===== config.mk =====
export PLATFORM = sky130hd
export DESIGN_NAME = urrhr_front
export DESIGN_NICKNAME = d
export VERILOG_FILES = /design/src/design/urrhr_pkg.sv /design/src/design/urrhr_front.sv
export SDC_FILE = /design/constraint.sdc
export NUM_CORES = 1
export LEC_CHECK = 0
export BUFFER_PORTS_ARGS = -buffer_cell sky130_fd_sc_hd__buf_2
export CAP_MARGIN = 25
export CORE_MARGIN = 4
export CORE_UTILIZATION = 52
export CTS_CLUSTER_SIZE = 20
export DETAILED_ROUTE_END_ITERATION = 7
export GPL_TIMING_DRIVEN = 0
export PLACE_DENSITY = 0.89
export RECOVER_POWER = 25
export SLEW_MARGIN = 40
export SYNTH_ARGS = -nofsm -noshare
export SYNTH_HDL_FRONTEND = slang
export SYNTH_SLANG_ARGS = --single-unit

===== constraint.sdc =====
create_clock -name clk -period 10.45 [get_ports clk]
set_input_delay 2.09 -clock clk [delete_from_list [all_inputs] [get_ports clk]]
set_output_delay 2.09 -clock clk [all_outputs]
set_load 0.05 [all_outputs]

===== src/design/urrhr_pkg.sv =====
// Shared types and constants for the UDP round-robin header rewriter.
`default_nettype none
package urrhr_pkg;

  localparam int HEADER_LEN = 42;

  // Request kinds carried through the queue
  localparam logic [1:0] KIND_BYTE = 2'd0;
  localparam logic [1:0] KIND_LOAD = 2'd1;
  localparam logic [1:0] KIND_PORT = 2'd2;
  localparam logic [1:0] KIND_NONE = 2'd3;

  // Configuration register indexes
  localparam logic [1:0] CFG_FILTER  = 2'd0;
  localparam logic [1:0] CFG_SRC_OUT = 2'd1;
  localparam logic [1:0] CFG_MAC     = 2'd2;
  localparam logic [1:0] CFG_COUNT   = 2'd3;

  // Verdict codes
  localparam logic [1:0] VERDICT_PASS     = 2'd0;
  localparam logic [1:0] VERDICT_TX       = 2'd1;
  localparam logic [1:0] VERDICT_REDIRECT = 2'd2;

  typedef struct packed {
    logic [1:0]  kind;
    logic [7:0]  frame_byte;
    logic        frame_last;
    logic [3:0]  entry_slot;
    logic [31:0] entry_address;
    logic [15:0] entry_udp_port;
    logic [47:0] entry_hw_address;
    logic [15:0] port_number;
    logic        port_allow;
  } item_t;

endpackage
`default_nettype wire


===== src/design/urrhr_front.sv =====
// Front end: accept requests, classify them and queue them for the back end.
`default_nettype none
module urrhr_front (
  input  wire logic                 clk,
  input  wire logic                 rst_n,
  input  wire logic                 in_valid,
  output logic                      in_ready,
  input  wire logic [1:0]           in_operation,
  input  wire logic [7:0]           in_frame_byte,
  input  wire logic                 in_frame_last,
  input  wire logic [3:0]           in_entry_slot,
  input  wire logic [31:0]          in_entry_address,
  input  wire logic [15:0]          in_entry_udp_port,
  input  wire logic [47:0]          in_entry_hw_address,
  input  wire logic [15:0]          in_filter_port_number,
  input  wire logic                 in_filter_port_allow,
  output logic                      q_valid,
  output urrhr_pkg::item_t          q_item,
  input  wire logic                 q_pop
);

  urrhr_pkg::item_t slot_r [2];
  logic             wptr_r;
  logic             rptr_r;
  logic [1:0]       cnt_r;
  urrhr_pkg::item_t cls;
  logic             push;

  always_comb begin
    cls.kind             = in_operation;
    cls.frame_byte       = in_frame_byte;
    cls.frame_last       = in_frame_last;
    cls.entry_slot       = in_entry_slot;
    cls.entry_address    = in_entry_address;
    cls.entry_udp_port   = in_entry_udp_port;
    cls.entry_hw_address = in_entry_hw_address;
    cls.port_number      = in_filter_port_number;
    cls.port_allow       = in_filter_port_allow;
  end

  assign in_ready = (cnt_r != 2'd2);
  // drop unknown operations at the door
  assign push     = in_valid && in_ready && (cls.kind != urrhr_pkg::KIND_NONE);
  assign q_valid  = (cnt_r != 2'd0);
  assign q_item   = slot_r[rptr_r];

  always_ff @(posedge clk) begin
    if (push) begin
      slot_r[wptr_r] <= cls;
    end
    if (!rst_n) begin
      wptr_r <= 1'b0;
      rptr_r <= 1'b0;
      cnt_r  <= 2'd0;
    end else begin
      if (push) begin
        wptr_r <= ~wptr_r;
      end
      if (q_pop) begin
        rptr_r <= ~rptr_r;
      end
      cnt_r <= cnt_r + 2'(push) - 2'(q_pop);
    end
  end

endmodule
`default_nettype wire


==> out/results.txt <==
The number of placed instances, taps included, is 924. The run gives 0 as the number of DRC violations after detailed routing. Dividing the detail-routed wire length by the instance count gives 19.9 um. Setup repair after global routing left no endpoint under its margin. Register-to-register setup slack: 8.24 ns. Global routing finished with a remaining overflow of 0. The tree is rooted in a clkbuf_16. In the routed layout, each cell is associated on average with a via count of 5.18.

Post-synthesis sequential element count: 261. Once layout is complete, the utilization of the core stands at 66.7%. TritonCTS created 25 clock buffers. The peak ir drop on the vdd network was 0.000170 V. In this run the top signal layer used is met4. For the worst setup path, the data required time is 8.36 ns. The first detailed-routing pass took 4 iterations. Timing endpoint of the critical path: q_item[40].

Entering global routing, the biggest net connects 67 pins. Data on the critical path arrives at its endpoint at 1.84 ns. In this run the horizontal extent of the chip is 143 um.

In this run the deepest clock path goes through 3 buffers. Cell internal power was estimated by the tool at 1.85 mW. The ratio of cells with drive above 1 in the final layout was 57.0%. At the pin with the least slew margin, the transition time is 0.554 ns.

The synthesized netlist net count was 559. In this run the worst hold path is classified as flop to flop. By area the synthesized netlist is led by edfxtp_1 (81%), mux2_2 (15%), buf_6 (1.5%), dfxtp_1 (1.0%), xnor2_1 (0.28%).

The endpoint of the most critical register-to-register path was slot_r[1][82]. In this run the cell area of the synthesized design comes to 9540 um2. The count of buffers from port buffering is 261. The run finished with clean final reports. Pin placement for this block handled 262 I/O pins. The routed design could run at a clock period as short as 3.93 ns.

Counting every instance in the synthesized netlist gives 426. The category of the critical setup timing path was flop to primary output. The run gives 0.0151 ns as the clock tree skew after final layout. The share of Yosys cell area claimed by the top area cell type was 80.6%; the share of power burned in registers was 48.7%. The initial antenna violation count came out at 1.

Sequential elements use 81.7% of the synthesized area. Max-cap violations in this run came to 0. The startpoint identified for the worst register-to-register timing path is cnt_r[0].

After floorplanning, the core was sized to cover 18,000 um2. The run gives 0.544 ns as the final hold slack. Count of routing violations after the opening detailed-route iteration: 165. The first global-routing pass estimated 28,500 um of wire.

The aggregate global-route resource usage is 17.9%, and the combinational fraction of design power is 21.5%. The highest clock rate is 0.254 GHz, and the number of clock sinks is 261. The tools report the type of destination of the critical path as a primary output. Buffers added to address setup during post-CTS repair amount to 0. Each instance of the synthesized netlist takes up on average 22.4 um2. For the leakage power of the design, the log shows 4.42 nW. Setup violations remaining at the end of the flow were counted as 0. The HPWL after detailed placement is 13,600 um. The vertical die dimension was 143 um.

The largest total area in the synthesized netlist belongs to edfxtp_1. The logs give 0 for the number of warnings printed during yosys synthesis and 52.9% for the initial cell density of the core. Detailed routing inserted a total of 5,011 vias. The clock network fraction of design power was 29.8%; the count of unique library cells instantiated by Yosys was 17. The startpoint class of the critical path was a flop. The logs give 20,600 um2 for the area of the die and 7790 um2 for the area occupied by registers.

The clock latency at the later pin of the worst-skew pair is 0.51 ns, and the number of hold violations in the final report is 0. The run gives 0.730 as the final RePlAce weighted congestion. For the H-tree level count, the log shows 1. The tools report the sum of met3 wire segment lengths after detailed routing as 1470 um.

Post-CTS repair changed the size of 0 cells. Wire segments on met2 add up to 10,100 um in the final route. After filler insertion, the fill cell instance count of the layout stands at 1,237. The number of global-route vias before repair was 5,453. Area growth from synthesis to layout: 26.0%. The total number of nets in the final design came out at 855.

The final layout contains routed wiring with a total length of 19,300 um. The net switching component of the power was 0.774 mW; the power density of the placed cells was 219 nW/um2. The share of the cycle needed by the critical path after routing was 37.6%; the total area of multi-input combinational cells was 1590 um2. The total count of max-transition violations in the final report is 0, and the switching part of the total power is 29.5%. Once detail routing completed, the nets flagged for antenna violations numbered 0. TritonCTS built the clock tree. Buffers inserted to repair hold after CTS numbered 0.

The largest fanout of any net on the critical path is 10. After clock tree synthesis, the clock-pin slew on the worst setup and hold paths is 0.06 ns. Once layout is complete, the cells apart from fillers number 968. In this run the tightest slew margin relative to its limit is 63.0%. The site row count was 49; the number of cells on the worst reg-to-reg path was 8. In the final routing, the length of wire on met1 measures 7070 um.
==> cell usage in the layout, fill, tap and decap left out <==
cell	Yosys	routed
buf_16	0	6
nor2_4	0	1
clkinvlp_4	0	1
buf_2	0	234
buf_4	1	1
inv_1	4	3
clkinv_1	0	6
inv_8	0	1
buf_8	0	2
buf_6	13	13
diode_2	0	1
edfxtp_1	256	256
or3_1	1	1
nor2_1	4	3
xnor2_1	3	3
clkinv_2	0	4
nor2b_4	1	1
inv_6	0	1
or2_2	1	1
dfxtp_1	5	5
ha_1	1	1
mux2_2	129	129
clkbuf_16	0	25
a21bo_1	1	1
nand2b_2	1	1
and2_1	2	2
o21ai_0	2	2
clkbuf_1	0	33
a21oi_1	1	1
==> cell usage after synthesis (all sizes together) <==
library cell  number
a21oi              1
and2               2
nand2b             1
ha                 1
mux2             129
dfxtp              5
nor2               4
nor2b              1
or2                1
inv                4
edfxtp           256
or3                1
a21bo              1
buf               14
o21ai              2
xnor2              3
==> cell families after synthesis <==
logic type | after synthesis | synth area share, %
AOI/OAI and AO/OA | 4 | 0.262
xor gates and xnor gates | 3 | 0.276
adders and majority gates | 1 | 0.131
buffers and inverters | 18 | 1.77
DFF | 261 | 81.7
muxes | 129 | 15.2
and+or+nand+nor | 10 | 0.656
==> metrics by stage <==
stage	setup WS (ns)	power, mW	cell area [um2]	TNS, ns
3_5_place_dp	6.21	1.87	11300	0
5_1_grt	6.45	2.73	12000	0
2_1_floorplan	2.02	1.72	9540	0
6_report	6.52	2.63	12000	0
3_3_place_gp	-0.245	1.85	11100	-30.09
4_1_cts	6.47	2.66	12000	0
==> final cells by class <==
class                   instances  area share, %
inverters                       4          0.187
diodes                          1         0.0208
repair buffers                269           12.2
flip-flops and latches        261           64.8
clock buffers                  31           5.39
well taps                     229           2.38
plain buffers                  14           1.28
multi-input cells             147           13.2
clock inverters                12          0.489
==> worst min-delay path by stage <==
stage / from / endpoint / cells past startpoint
after detailed placement: rptr_r / flop / 2
after CTS: wptr_r / wptr_r / 2
final: wptr_r / wptr_r / 2
after global routing: wptr_r / wptr_r / 2
after global placement: wptr_r / wptr_r / 2
after floorplan: wptr_r / wptr_r / 2
==> power by group through the flow <==
stage / sequential (mW) / combinational (mW) / clock [mW]
2_1_floorplan: 1.31 / 0.417 / 0
3_3_place_gp: 1.31 / 0.536 / 0
3_5_place_dp: 1.30 / 0.570 / 0
4_1_cts: 1.28 / 0.573 / 0.804
5_1_grt: 1.29 / 0.593 / 0.855
6_report: 1.28 / 0.565 / 0.783
==> per-layer routing <==
| layer | up-vias | global-route usage, % |
|---|---|---|
| met4 | 0 | 6.49 |
| li1 | 2289 | - |
| met1 | 2472 | 21.0 |
| met2 | 202 | 32.0 |
| met3 | 48 | 4.39 |
| met5 | - | 0 |
==> registers in the layout, summed over array words and instances, names as in the netlist, named ones only <==
signal	flops
rptr_r	1
wptr_r	1
cnt_r	2
slot_r	256
==> worst max-delay path, cell delays in order, from the launching register on <==
cell and delay (ns):
dfxtp_1 0.34, buf_6 0.23, buf_6 0.19, mux2_2 0.36, buf_2 0.22
(Power assumes the default switching activity.)
